**config.mk**
```make
export PLATFORM = sky130hd
export DESIGN_NAME = corexy_catch_motion_controller
export DESIGN_NICKNAME = d
export VERILOG_FILES = /design/src/hdl/ccmc_pkg.sv /design/src/hdl/ccmc_divider.sv /design/src/hdl/ccmc_datapath.sv /design/src/hdl/ccmc_controller.sv /design/src/hdl/corexy_catch_motion_controller.sv
export SDC_FILE = /design/constraint.sdc
export NUM_CORES = 2
export LEC_CHECK = 0
export BUFFER_PORTS_ARGS = -buffer_cell sky130_fd_sc_hd__buf_2
export CORE_ASPECT_RATIO = 0.8
export CORE_MARGIN = 5
export CORE_UTILIZATION = 64
export CTS_CLUSTER_SIZE = 8
export DETAILED_ROUTE_END_ITERATION = 16
export GPL_TIMING_DRIVEN = 0
export HOLD_SLACK_MARGIN = 0.05
export PLACE_DENSITY = 0.88
export SETUP_SLACK_MARGIN = 0.02
export SLEW_MARGIN = 0
export SYNTH_ARGS = -nofsm -noshare
export SYNTH_HDL_FRONTEND = slang
export SYNTH_SLANG_ARGS = --single-unit
export TNS_END_PERCENT = 10
```
**constraint.sdc**
```tcl
create_clock -name clk -period 11.1 [get_ports clk]
set_input_delay 0.555 -clock clk [delete_from_list [all_inputs] [get_ports clk]]
set_output_delay 0.555 -clock clk [all_outputs]
set_load 0.005 [all_outputs]
```
**src/hdl/ccmc_pkg.sv**
```systemverilog
// Package: types and constants for the catch motion controller.
package ccmc_pkg;

    localparam int unsigned GoalW = 16;
    localparam int unsigned PulseW = 18;
    localparam logic [PulseW-1:0] PULSE_MAX = {PulseW{1'b1}};

    typedef enum logic [1:0] {
        CMD_FLOOR = 2'd0,
        CMD_SIDE  = 2'd1,
        CMD_LIMIT = 2'd2,
        CMD_ESTOP = 2'd3
    } cmd_t;

    typedef enum logic [1:0] {
        MODE_READY = 2'd0,
        MODE_CATCH = 2'd1,
        MODE_STOP  = 2'd2
    } mode_t;

    typedef enum logic [2:0] {
        REG_RANGE_X     = 3'd0,
        REG_RANGE_Y     = 3'd1,
        REG_FLOOR_SCALE = 3'd2,
        REG_SIDE_SCALE  = 3'd3,
        REG_SPEED_START = 3'd4,
        REG_SPEED_STEP  = 3'd5
    } reg_idx_t;

    localparam logic [7:0] BYTE_START  = 8'd252;
    localparam logic [7:0] BYTE_CENTRE = 8'd253;
    localparam logic [7:0] CENTRE_SPEED = 8'd50;
    localparam logic [7:0] PWM_TOP = 8'd255;

    typedef struct packed {
        logic [1:0]  command;
        logic [7:0]  rx_byte;
        logic [1:0]  switch_id;
        logic [15:0] left_count;
        logic [15:0] right_count;
    } in_item_t;

    typedef struct packed {
        logic        forward_valid;
        logic        forward_dest;
        logic [7:0]  forward_byte;
        logic        move_valid;
        logic        left_reverse;
        logic        right_reverse;
        logic [17:0] left_pulses;
        logic [17:0] right_pulses;
        logic [7:0]  pwm_period;
        logic [7:0]  pwm_compare;
        logic        halted;
        logic [2:0]  fault_code;
    } out_item_t;

    typedef struct packed {
        logic div_start;
        logic div_axis_y;
        logic move_start;
        logic move_centre;
        logic commit;
    } dp_cmd_t;

    typedef struct packed {
        logic div_done;
        logic move_done;
    } dp_status_t;

endpackage

```
**src/hdl/ccmc_divider.sv**
```systemverilog
// Iterative restoring divider for target scaling, one quotient bit a cycle.
module ccmc_divider
    import ccmc_pkg::*;
(
    input  logic        clk,
    input  logic        rst_n,
    input  logic        start,
    input  logic [23:0] dividend,
    input  logic [7:0]  divisor,
    output logic        done,
    output logic [15:0] quotient
);
    logic [23:0] quo_reg;
    logic [8:0]  rem_reg;
    logic [7:0]  dvs_reg;
    logic [4:0]  cnt_reg;
    logic        busy_reg;
    logic        done_reg;
    logic [9:0]  trial;
    logic [8:0]  shifted;

    assign shifted = {rem_reg[7:0], quo_reg[23]};
    assign trial = {1'b0, shifted} - {2'b00, dvs_reg};

    always_ff @(posedge clk or negedge rst_n)
    begin
        if (!rst_n)
        begin
            busy_reg <= 1'b0;
            done_reg <= 1'b0;
            cnt_reg  <= '0;
        end
        else
        begin
            done_reg <= 1'b0;
            if (start)
            begin
                busy_reg <= 1'b1;
                cnt_reg  <= 5'd24;
            end
            else if (busy_reg)
            begin
                cnt_reg <= cnt_reg - 5'd1;
                if (cnt_reg == 5'd1)
                begin
                    busy_reg <= 1'b0;
                    done_reg <= 1'b1;
                end
            end
        end
    end

    always_ff @(posedge clk)
    begin
        if (start)
        begin
            quo_reg <= dividend;
            rem_reg <= '0;
            dvs_reg <= divisor;
        end
        else if (busy_reg)
        begin
            if (!trial[9])
            begin
                rem_reg <= trial[8:0];
                quo_reg <= {quo_reg[22:0], 1'b1};
            end
            else
            begin
                rem_reg <= shifted;
                quo_reg <= {quo_reg[22:0], 1'b0};
            end
        end
    end

    assign done = done_reg;
    assign quotient = (dvs_reg == 8'd0) ? 16'd0 : quo_reg[15:0];
endmodule

```
**src/hdl/ccmc_datapath.sv**
```systemverilog
// Datapath: registers, position state, target scaling and move computation.
module ccmc_datapath
    import ccmc_pkg::*;
#(
    parameter int POS_WIDTH = 24,
    parameter int SPEED_CAP = 240
)
(
    input  logic        clk,
    input  logic        rst_n,
    input  logic        cfg_valid,
    input  logic [2:0]  cfg_index,
    input  logic [15:0] cfg_data,
    input  in_item_t    item,
    input  dp_cmd_t     cmd,
    output dp_status_t  status,
    output logic [15:0] floor_scale_q,
    output logic [15:0] side_scale_q,
    output out_item_t   move_out
);
    localparam logic [7:0] CAP = 8'(SPEED_CAP);

    logic [15:0] range_x_reg, range_y_reg;
    logic [7:0]  floor_scale_reg, side_scale_reg, speed_start_reg, speed_step_reg;
    logic [15:0] goal_x_reg, goal_y_reg;
    logic [7:0]  speed_reg;
    logic [POS_WIDTH-1:0] pos_x_reg, pos_y_reg;
    logic        lsign_reg, rsign_reg;
    logic [23:0] prod_reg;
    logic        axis_reg;
    logic [15:0] lc_reg, rc_reg;
    logic        div_go_reg;
    logic        div_done;
    logic [15:0] quotient;
    logic [1:0]  mstep_reg;
    logic        mcentre_reg;
    logic        mdone_reg;
    logic [POS_WIDTH+1:0] lp_reg, rp_reg;
    logic [7:0]  mspeed_reg;

    logic [15:0] lc, rc;
    logic signed [17:0] l_s, r_s, sum_s, dif_s;
    logic [15:0] tx, ty, cx, cy;
    logic signed [POS_WIDTH+1:0] dx, dy, lp, rp, lpa, rpa;
    logic [7:0]  spd, period;
    logic [8:0]  spd_sum;

    always_ff @(posedge clk or negedge rst_n)
    begin
        if (!rst_n)
        begin
            range_x_reg     <= 16'd10000;
            range_y_reg     <= 16'd10000;
            floor_scale_reg <= 8'd250;
            side_scale_reg  <= 8'd250;
            speed_start_reg <= 8'd220;
            speed_step_reg  <= 8'd5;
        end
        else if (cfg_valid)
        begin
            unique case (cfg_index)
                REG_RANGE_X:     range_x_reg <= cfg_data;
                REG_RANGE_Y:     range_y_reg <= cfg_data;
                REG_FLOOR_SCALE: floor_scale_reg <= cfg_data[7:0];
                REG_SIDE_SCALE:  side_scale_reg <= cfg_data[7:0];
                REG_SPEED_START: speed_start_reg <= cfg_data[7:0];
                REG_SPEED_STEP:  speed_step_reg <= cfg_data[7:0];
                default: ;
            endcase
        end
    end

    assign floor_scale_q = {8'd0, floor_scale_reg};
    assign side_scale_q  = {8'd0, side_scale_reg};

    always_ff @(posedge clk or negedge rst_n)
    begin
        if (!rst_n)
            div_go_reg <= 1'b0;
        else
            div_go_reg <= cmd.div_start;
    end

    always_ff @(posedge clk)
    begin
        if (cmd.div_start)
        begin
            axis_reg <= cmd.div_axis_y;
            prod_reg <= item.rx_byte * (cmd.div_axis_y ? range_y_reg : range_x_reg);
            lc_reg   <= item.left_count;
            rc_reg   <= item.right_count;
        end
    end

    ccmc_divider u_div (
        .clk      (clk),
        .rst_n    (rst_n),
        .start    (div_go_reg),
        .dividend (prod_reg),
        .divisor  (axis_reg ? side_scale_reg : floor_scale_reg),
        .done     (div_done),
        .quotient (quotient)
    );

    assign lc = cmd.move_centre ? item.left_count : lc_reg;
    assign rc = cmd.move_centre ? item.right_count : rc_reg;
    assign l_s = lsign_reg ? $signed({2'b00, lc})
                           : -$signed({2'b00, lc});
    assign r_s = rsign_reg ? $signed({2'b00, rc})
                           : -$signed({2'b00, rc});
    assign sum_s = (l_s + r_s) / 2;
    assign dif_s = (l_s - r_s) / 2;

    assign tx = mcentre_reg ? {1'b0, range_x_reg[15:1]} : goal_x_reg;
    assign ty = mcentre_reg ? {1'b0, range_y_reg[15:1]} : goal_y_reg;
    assign cx = (tx > range_x_reg) ? range_x_reg : tx;
    assign cy = (ty > range_y_reg) ? range_y_reg : ty;
    assign dx = $signed({{(POS_WIDTH-14){1'b0}}, cx}) - $signed({{2{pos_x_reg[POS_WIDTH-1]}}, pos_x_reg});
    assign dy = $signed({{(POS_WIDTH-14){1'b0}}, cy}) - $signed({{2{pos_y_reg[POS_WIDTH-1]}}, pos_y_reg});
    assign lp = dx + dy;
    assign rp = dx - dy;
    assign lpa = lp_reg[POS_WIDTH+1] ? -$signed(lp_reg) : $signed(lp_reg);
    assign rpa = rp_reg[POS_WIDTH+1] ? -$signed(rp_reg) : $signed(rp_reg);
    assign spd = (mspeed_reg > CAP) ? CAP : mspeed_reg;
    assign period = PWM_TOP - spd;
    assign spd_sum = {1'b0, speed_reg} + {1'b0, speed_step_reg};

    always_ff @(posedge clk or negedge rst_n)
    begin
        if (!rst_n)
        begin
            goal_x_reg <= '0;
            goal_y_reg <= '0;
            speed_reg  <= 8'd220;
            pos_x_reg  <= '0;
            pos_y_reg  <= '0;
            lsign_reg  <= 1'b1;
            rsign_reg  <= 1'b1;
            mstep_reg  <= '0;
            mcentre_reg <= 1'b0;
            mdone_reg  <= 1'b0;
            mspeed_reg <= '0;
            lp_reg     <= '0;
            rp_reg     <= '0;
        end
        else
        begin
            mdone_reg <= 1'b0;
            if (div_done)
            begin
                if (axis_reg)
                    goal_y_reg <= quotient;
                else
                    goal_x_reg <= quotient;
            end
            if (cmd.move_start)
            begin
                mcentre_reg <= cmd.move_centre;
                mspeed_reg  <= cmd.move_centre ? CENTRE_SPEED : speed_reg;
                pos_x_reg <= pos_x_reg + POS_WIDTH'(sum_s);
                pos_y_reg <= pos_y_reg + POS_WIDTH'(dif_s);
                mstep_reg <= 2'd1;
            end
            else if (mstep_reg == 2'd1)
            begin
                lp_reg <= lp;
                rp_reg <= rp;
                lsign_reg <= (lp > 0);
                rsign_reg <= (rp > 0);
                mstep_reg <= 2'd2;
            end
            else if (mstep_reg == 2'd2)
            begin
                mstep_reg <= 2'd0;
                mdone_reg <= 1'b1;
                if (mcentre_reg)
                    speed_reg <= speed_start_reg;
                else
                    speed_reg <= spd_sum[8] ? 8'hFF : spd_sum[7:0];
            end
        end
    end

    always_comb
    begin
        move_out = '0;
        move_out.move_valid    = 1'b1;
        move_out.left_reverse  = lp_reg[POS_WIDTH+1] || (lp_reg == '0);
        move_out.right_reverse = rp_reg[POS_WIDTH+1] || (rp_reg == '0);
        move_out.left_pulses   = (lpa > $signed({{(POS_WIDTH-16){1'b0}}, PULSE_MAX}))
                                 ? PULSE_MAX : lpa[17:0];
        move_out.right_pulses  = (rpa > $signed({{(POS_WIDTH-16){1'b0}}, PULSE_MAX}))
                                 ? PULSE_MAX : rpa[17:0];
        move_out.pwm_period    = period;
        move_out.pwm_compare   = 8'd1 + {1'b0, period[7:1]};
    end

    assign status.div_done  = div_done;
    assign status.move_done = mdone_reg;
endmodule

```
**src/hdl/ccmc_controller.sv**
```systemverilog
// Controller: mode state, pairing flags and event sequencing.
module ccmc_controller
    import ccmc_pkg::*;
(
    input  logic        clk,
    input  logic        rst_n,
    input  logic        in_valid,
    input  logic        in_stall,
    input  in_item_t    item,
    input  logic [15:0] floor_scale_q,
    input  logic [15:0] side_scale_q,
    input  dp_status_t  status,
    input  out_item_t   move_res,
    input  logic        out_stall,
    output logic        ready,
    output dp_cmd_t     cmd,
    output out_item_t   result,
    output logic        out_valid
);
    typedef enum logic [4:0] {
        ST_IDLE = 5'b00001,
        ST_DIV  = 5'b00010,
        ST_MOVE = 5'b00100,
        ST_OUT  = 5'b01000,
        ST_HOLD = 5'b10000
    } state_t;

    state_t state_reg, state_next;
    mode_t  mode_reg, mode_next;
    logic   fr_reg, sr_reg;
    logic   fr_set, sr_set;
    logic [2:0] code_reg, code_next;
    out_item_t res_reg, res_next, acc_res;
    logic   pair_reg, centre_reg;
    logic   pair_next, centre_next;
    logic   acc;
    logic   is_floor_pred, is_side_pred;

    assign ready = (state_reg == ST_IDLE);
    assign acc = in_valid && !in_stall;
    assign is_floor_pred = {8'd0, item.rx_byte} <= floor_scale_q;
    assign is_side_pred  = {8'd0, item.rx_byte} <= side_scale_q;

    always_comb
    begin
        state_next = state_reg;
        cmd = '0;
        unique case (state_reg)
            ST_IDLE:
            begin
                if (acc && mode_reg != MODE_STOP)
                begin
                    if (mode_reg == MODE_CATCH && item.command == CMD_FLOOR && is_floor_pred)
                    begin
                        cmd.div_start = 1'b1;
                        state_next = ST_DIV;
                    end
                    else if (mode_reg == MODE_CATCH && item.command == CMD_SIDE && is_side_pred)
                    begin
                        cmd.div_start = 1'b1;
                        cmd.div_axis_y = 1'b1;
                        state_next = ST_DIV;
                    end
                    else if (mode_reg == MODE_CATCH && item.command == CMD_SIDE
                             && item.rx_byte == BYTE_CENTRE)
                    begin
                        cmd.move_start = 1'b1;
                        cmd.move_centre = 1'b1;
                        state_next = ST_MOVE;
                    end
                    else
                        state_next = ST_OUT;
                end
                else if (acc)
                    state_next = ST_OUT;
            end
            ST_DIV:
            begin
                if (status.div_done)
                begin
                    if (pair_reg)
                    begin
                        cmd.move_start = 1'b1;
                        state_next = ST_MOVE;
                    end
                    else
                        state_next = ST_OUT;
                end
            end
            ST_MOVE:
                if (status.move_done)
                    state_next = ST_OUT;
            ST_OUT:
                state_next = ST_HOLD;
            ST_HOLD:
                if (!out_stall)
                    state_next = ST_IDLE;
            default: state_next = ST_IDLE;
        endcase
    end

    always_comb
    begin
        acc_res = '0;
        pair_next = 1'b0;
        centre_next = 1'b0;
        mode_next = mode_reg;
        code_next = code_reg;
        fr_set = 1'b0;
        sr_set = 1'b0;
        if (mode_reg != MODE_STOP)
        begin
            unique case (item.command)
                CMD_FLOOR:
                    if (mode_reg == MODE_CATCH)
                    begin
                        acc_res.forward_valid = 1'b1;
                        acc_res.forward_dest = 1'b1;
                        acc_res.forward_byte = item.rx_byte;
                        if (is_floor_pred)
                        begin
                            fr_set = 1'b1;
                            pair_next = sr_reg;
                        end
                    end
                CMD_SIDE:
                    if (mode_reg == MODE_CATCH)
                    begin
                        acc_res.forward_valid = 1'b1;
                        acc_res.forward_byte = item.rx_byte;
                        if (is_side_pred)
                        begin
                            sr_set = 1'b1;
                            pair_next = fr_reg;
                        end
                        else if (item.rx_byte == BYTE_CENTRE)
                        begin
                            mode_next = MODE_READY;
                            centre_next = 1'b1;
                        end
                    end
                    else if (item.rx_byte == BYTE_START)
                    begin
                        acc_res.forward_valid = 1'b1;
                        acc_res.forward_byte = item.rx_byte;
                        mode_next = MODE_CATCH;
                    end
                CMD_LIMIT:
                begin
                    mode_next = MODE_STOP;
                    code_next = {1'b0, item.switch_id} + 3'd1;
                end
                default:
                begin
                    mode_next = MODE_STOP;
                    code_next = '0;
                end
            endcase
        end
    end

    always_comb
    begin
        res_next = res_reg;
        if (state_reg == ST_IDLE && acc)
            res_next = acc_res;
        if (state_reg == ST_MOVE && status.move_done)
        begin
            res_next.move_valid    = move_res.move_valid;
            res_next.left_reverse  = move_res.left_reverse;
            res_next.right_reverse = move_res.right_reverse;
            res_next.left_pulses   = move_res.left_pulses;
            res_next.right_pulses  = move_res.right_pulses;
            res_next.pwm_period    = move_res.pwm_period;
            res_next.pwm_compare   = move_res.pwm_compare;
        end
        if (state_reg == ST_OUT)
        begin
            res_next.halted = (mode_reg == MODE_STOP);
            res_next.fault_code = (mode_reg == MODE_STOP) ? code_reg : 3'd0;
        end
    end

    always_ff @(posedge clk or negedge rst_n)
    begin
        if (!rst_n)
        begin
            state_reg <= ST_IDLE;
            mode_reg  <= MODE_READY;
            fr_reg    <= 1'b0;
            sr_reg    <= 1'b0;
            code_reg  <= '0;
            pair_reg  <= 1'b0;
            centre_reg <= 1'b0;
            res_reg   <= '0;
        end
        else
        begin
            state_reg <= state_next;
            res_reg   <= res_next;
            if (state_reg == ST_IDLE && acc)
            begin
                pair_reg <= pair_next;
                centre_reg <= centre_next;
                mode_reg <= mode_next;
                code_reg <= code_next;
                if (fr_set)
                    fr_reg <= 1'b1;
                if (sr_set)
                    sr_reg <= 1'b1;
            end
            if (state_reg == ST_MOVE && status.move_done && !centre_reg)
            begin
                fr_reg <= 1'b0;
                sr_reg <= 1'b0;
            end
        end
    end

    assign result = res_reg;
    assign out_valid = (state_reg == ST_HOLD);

`ifndef SYNTHESIS
    a_out_only_hold: assert property (@(posedge clk) disable iff (!rst_n)
        out_valid |-> state_reg == ST_HOLD)
        else $error("out_valid outside hold");
    a_stop_sticky: assert property (@(posedge clk) disable iff (!rst_n)
        $past(mode_reg) == MODE_STOP |-> mode_reg == MODE_STOP)
        else $error("left stopped mode");
    a_move_from_div: assert property (@(posedge clk) disable iff (!rst_n)
        cmd.move_start |-> state_reg == ST_IDLE || state_reg == ST_DIV)
        else $error("move started in wrong state");
`endif
endmodule

```
**src/hdl/corexy_catch_motion_controller.sv**
```systemverilog
// Top level: catch motion controller with one transaction in flight at a time.
// Path: a forward-only or fault event passes the output and hold states; a centre
// move adds the move state, and a prediction byte adds the scaling divider, then
// the move state when it pairs a move. Events are not taken while one is in flight.
// Reset: asynchronous active-low; registers take defaults, mode ready, position zero.
module corexy_catch_motion_controller
    import ccmc_pkg::*;
#(
    parameter int POS_WIDTH = 24,
    parameter int SPEED_CAP = 240
)
(
    input  logic        clk,
    input  logic        rst_n,
    input  logic        in_valid,
    output logic        in_stall,
    input  in_item_t    in_data,
    output logic        out_valid,
    input  logic        out_stall,
    output out_item_t   out_data,
    input  logic        cfg_valid,
    output logic        cfg_ready,
    input  logic [2:0]  cfg_index,
    input  logic [15:0] cfg_data
);
    dp_cmd_t    cmd;
    dp_status_t status;
    out_item_t  move_res;
    logic [15:0] fsq, ssq;
    logic       ready;

    assign in_stall = !ready;
    assign cfg_ready = 1'b1;

    ccmc_datapath #(.POS_WIDTH(POS_WIDTH), .SPEED_CAP(SPEED_CAP)) u_dp (
        .clk(clk), .rst_n(rst_n),
        .cfg_valid(cfg_valid), .cfg_index(cfg_index), .cfg_data(cfg_data),
        .item(in_data), .cmd(cmd), .status(status),
        .floor_scale_q(fsq), .side_scale_q(ssq), .move_out(move_res)
    );

    ccmc_controller u_ctl (
        .clk(clk), .rst_n(rst_n),
        .in_valid(in_valid), .in_stall(in_stall), .item(in_data),
        .floor_scale_q(fsq), .side_scale_q(ssq),
        .status(status), .move_res(move_res), .out_stall(out_stall),
        .ready(ready), .cmd(cmd), .result(out_data), .out_valid(out_valid)
    );
endmodule

```
==> reports/metrics.cfg <==
[run_status]
outcome = complete, but fails checks
violations = capacitance limit, slew limit

[clock_network]
root_buffer = clkbuf_16
numClockSinks = 405
post-cts-setup-buffer-count = 0
clk_latency_ps = 650
clk_pin_slew_ps = 60
cts_buffer_depth = 3
tritoncts = yes
cts-buffers-inserted = 57
htreeDepth = 2

[drt]
dr.pass1.iters = 8
wl_um = 90400
route.detailed.drc = 0
drtIter0Drc = 2936
avgViaCountPerCell = 6.26
ant_nets = 0
routed-via-count = 29000
avgRoutedWirePerCell_um = 19.5

[critical_path]
startpoint = u_dp.mcentre_reg
crit_top_cell = o21ai_0
crit_type = reg -> reg
worst_ep_arrival_time_ps = 10920
crit_end = u_dp.rsign_reg
critPathMaxStageDelay_ps = 610
rr_startpoint = u_dp.mcentre_reg
regToRegSetupSlack_ps = 680
start_kind = flip-flop
slowest_stage = clkbuf_1
worstSetupEndpointType = flip-flop
reg2reg_depth = 40
r2r-end = u_dp.rsign_reg
cp.required_ps = 11600
path_max_fanout = 10

[logic_synthesis]
async_flop_share_pct = 76.0
synth.avg_cell_area_um2 = 8.94
synth_edf_count = 89
synthDistinctLibCells = 94
ys_warn_count = 0
synth_cells = 3696
ys_seq_area_share_pct = 32.0
netlist_area_mm2 = 0.0330
ys_ff_latch = 405
syn-num-nets = 4148
synth_ff_type = dfrtp_1

[sta]
setup_viol = 0
fin_ws_ps = 676
clock_skew_ps = 64.8
hold_slack_ps = 158
finalHoldViolations = 0
drv_slew = 9
worst_pin_slew_ps = 1550
fmax_mhz = 95.9
rsz0062_at_grt = no
fin_crit_ps = 10420
relSlewSlack_pct = -3.30
period_share_pct = 93.9

[placement]
placed_cell_area_mm2 = 0.0347
hpwl_um = 67800
gp_congestion = 0.949
post-place-ws_ps = 7.76
numPortBuffers = 137

[power]
peakVddDrop_v = 0.000269
p_per_area_mw_per_mm2 = 358
leakagePower_uw = 0.0166

[grt]
grt_first_pass_wirelength_um = 147000
grt_max_degree = 132
track_usage_pct = 31.6
antenna_found_initial = 2
overflow = 0
grt_pass1_vias = 28600

[layout]
postLayoutCoreUtil_pct = 71.3
nFillCells = 3686
drive_gt1_share_pct = 11.1
largest_reg_flops = 69
synthToLayoutAreaGrowth_pct = 10.3
finalInstanceArea_mm2 = 0.0365
final_nets = 4350

[hold_path]
hp-class = in -> reg

[floorplan]
ios = 140
fp-row-count = 74
die_y_um = 213
initial_utilization_pct = 64.7
die_w_um = 264
dieArea_mm2 = 0.0563
core_area_mm2 = 0.0511

[flow_run]
max_cap_violations = 1

==> worst min-delay path by stage <==
stage	from	end	depth (start not counted)
floorplan	rst_n	u_ctl.centre_reg	0
global placement	u_dp.mspeed_reg[0]	u_ctl.result[12]	1
detailed placement	u_dp.mspeed_reg[0]	u_ctl.result[12]	1
CTS	in_data[31]	u_dp.lc_reg[15]	1
global route	in_data[31]	u_dp.lc_reg[15]	1
finish	in_data[14]	u_dp.rc_reg[14]	1
==> power by group <==
| part | internal, uW | switching (uW) |
|---|---|---|
| Sequential | 1940 | 275 |
| Clock | 983 | 697 |
| Combinational | 3700 | 5440 |
| Total | 6620 | 6410 |
==> stage by stage <==
step	TNS (ps)	power, uW	cells
final	0	13000	4629
after global placement	-10520	10700	4517
after CTS	0	12800	4628
after detailed placement	0	11000	4521
after floorplan	0	9060	3696
after global routing	0	14100	4628
==> synth_stat cells, drive strengths merged, types with 14 or more instances <==
cell type / number / area [um2]
and2: 58 / 363
inv: 316 / 1190
mux2: 126 / 1420
nor2b: 49 / 307
a22oi: 32 / 240
nand2: 474 / 1800
clkbuf: 120 / 450
xnor2: 207 / 1810
xor2: 67 / 587
nor4: 24 / 156
edfxtp: 89 / 2670
a21boi: 15 / 113
o21a: 29 / 218
ha: 290 / 3630
and3: 28 / 175
o21bai: 22 / 165
nor3: 74 / 370
o311ai: 14 / 140
buf: 20 / 125
mux2i: 46 / 460
nor2: 218 / 818
nor3b: 14 / 105
dfstp: 37 / 972
or3: 26 / 168
o21ai: 278 / 1390
a21o: 57 / 428
dfrtp: 271 / 6780
nand3: 50 / 250
nand4: 24 / 150
nand2b: 41 / 257
a31oi: 29 / 181
o211ai: 18 / 149
or4: 19 / 161
a211oi: 28 / 210
a21oi: 195 / 976
fa: 94 / 1880
o31ai: 23 / 173
==> worst max-delay path: cells and delay by family (launching register included) <==
| family | cells | cell delay, ps |
|---|---|---|
| AO/OA/AOI/OAI | 19 | 4290 |
| XOR/XNOR | 1 | 160 |
| adder cells (fa/ha/maj) | 4 | 1230 |
| buffers and inverters | 5 | 2170 |
| flip-flops | 1 | 350 |
| multiplexers | 2 | 860 |
| AND/OR/NAND/NOR | 9 | 1200 |
==> kinds of logic after synthesis <==
group	Yosys count	share of synthesized area (%)
mux	172	5.69
compound gates	848	16.2
flops	405	32.0
xor+xnor	274	7.26
fa+ha+maj	384	16.7
other cells	1	0.0113
simple gates	1154	16.7
buf+inv	458	5.35
==> placed cells by master (no fill, tap or decap), drive strengths merged, types with 67 or more instances in the layout <==
| cell type | n |
|---|---|
| xor2 | 67 |
| fa | 94 |
| mux2 | 126 |
| edfxtp | 89 |
| xnor2 | 207 |
| nand2 | 474 |
| nor3 | 74 |
| inv | 316 |
| buf | 159 |
| a21oi | 195 |
| nor2 | 218 |
| o21ai | 278 |
| dfrtp | 271 |
| ha | 290 |
| clkbuf | 223 |
==> per-layer routing <==
metal	vias up	GRT usage, %	wire length, um
met1	13900	43.3	37700
met4	4	12.2	3640
met2	1481	50.4	40400
met5	-	0	27
met3	282	6.20	8620
li1	13300	-	-
==> timing repair <==
action / 4_1_cts / 5_1_grt
hold buffers: 2 / 0
endpoints found under the hold margin: 57 / 0
endpoints found under the setup margin: 0 / 19
gates resized for setup: 0 / 14
==> area by class of cell <==
class                           count  area, um2  share of cell area, %
Inverter                          318       1190                   3.27
Multi-Input combinational cell   2833      20700                   56.8
Clock buffer                      101       1620                   4.45
Clock inverter                      4       95.1                  0.261
Sequential cell                   405      10600                   29.0
Antenna cell                        1       2.50                0.00686
Timing Repair Buffer              144        803                   2.20
Tap cell                          684        856                   2.35
Buffer                            139        579                   1.59
Note: power is estimated with default switching activity, not from simulation.
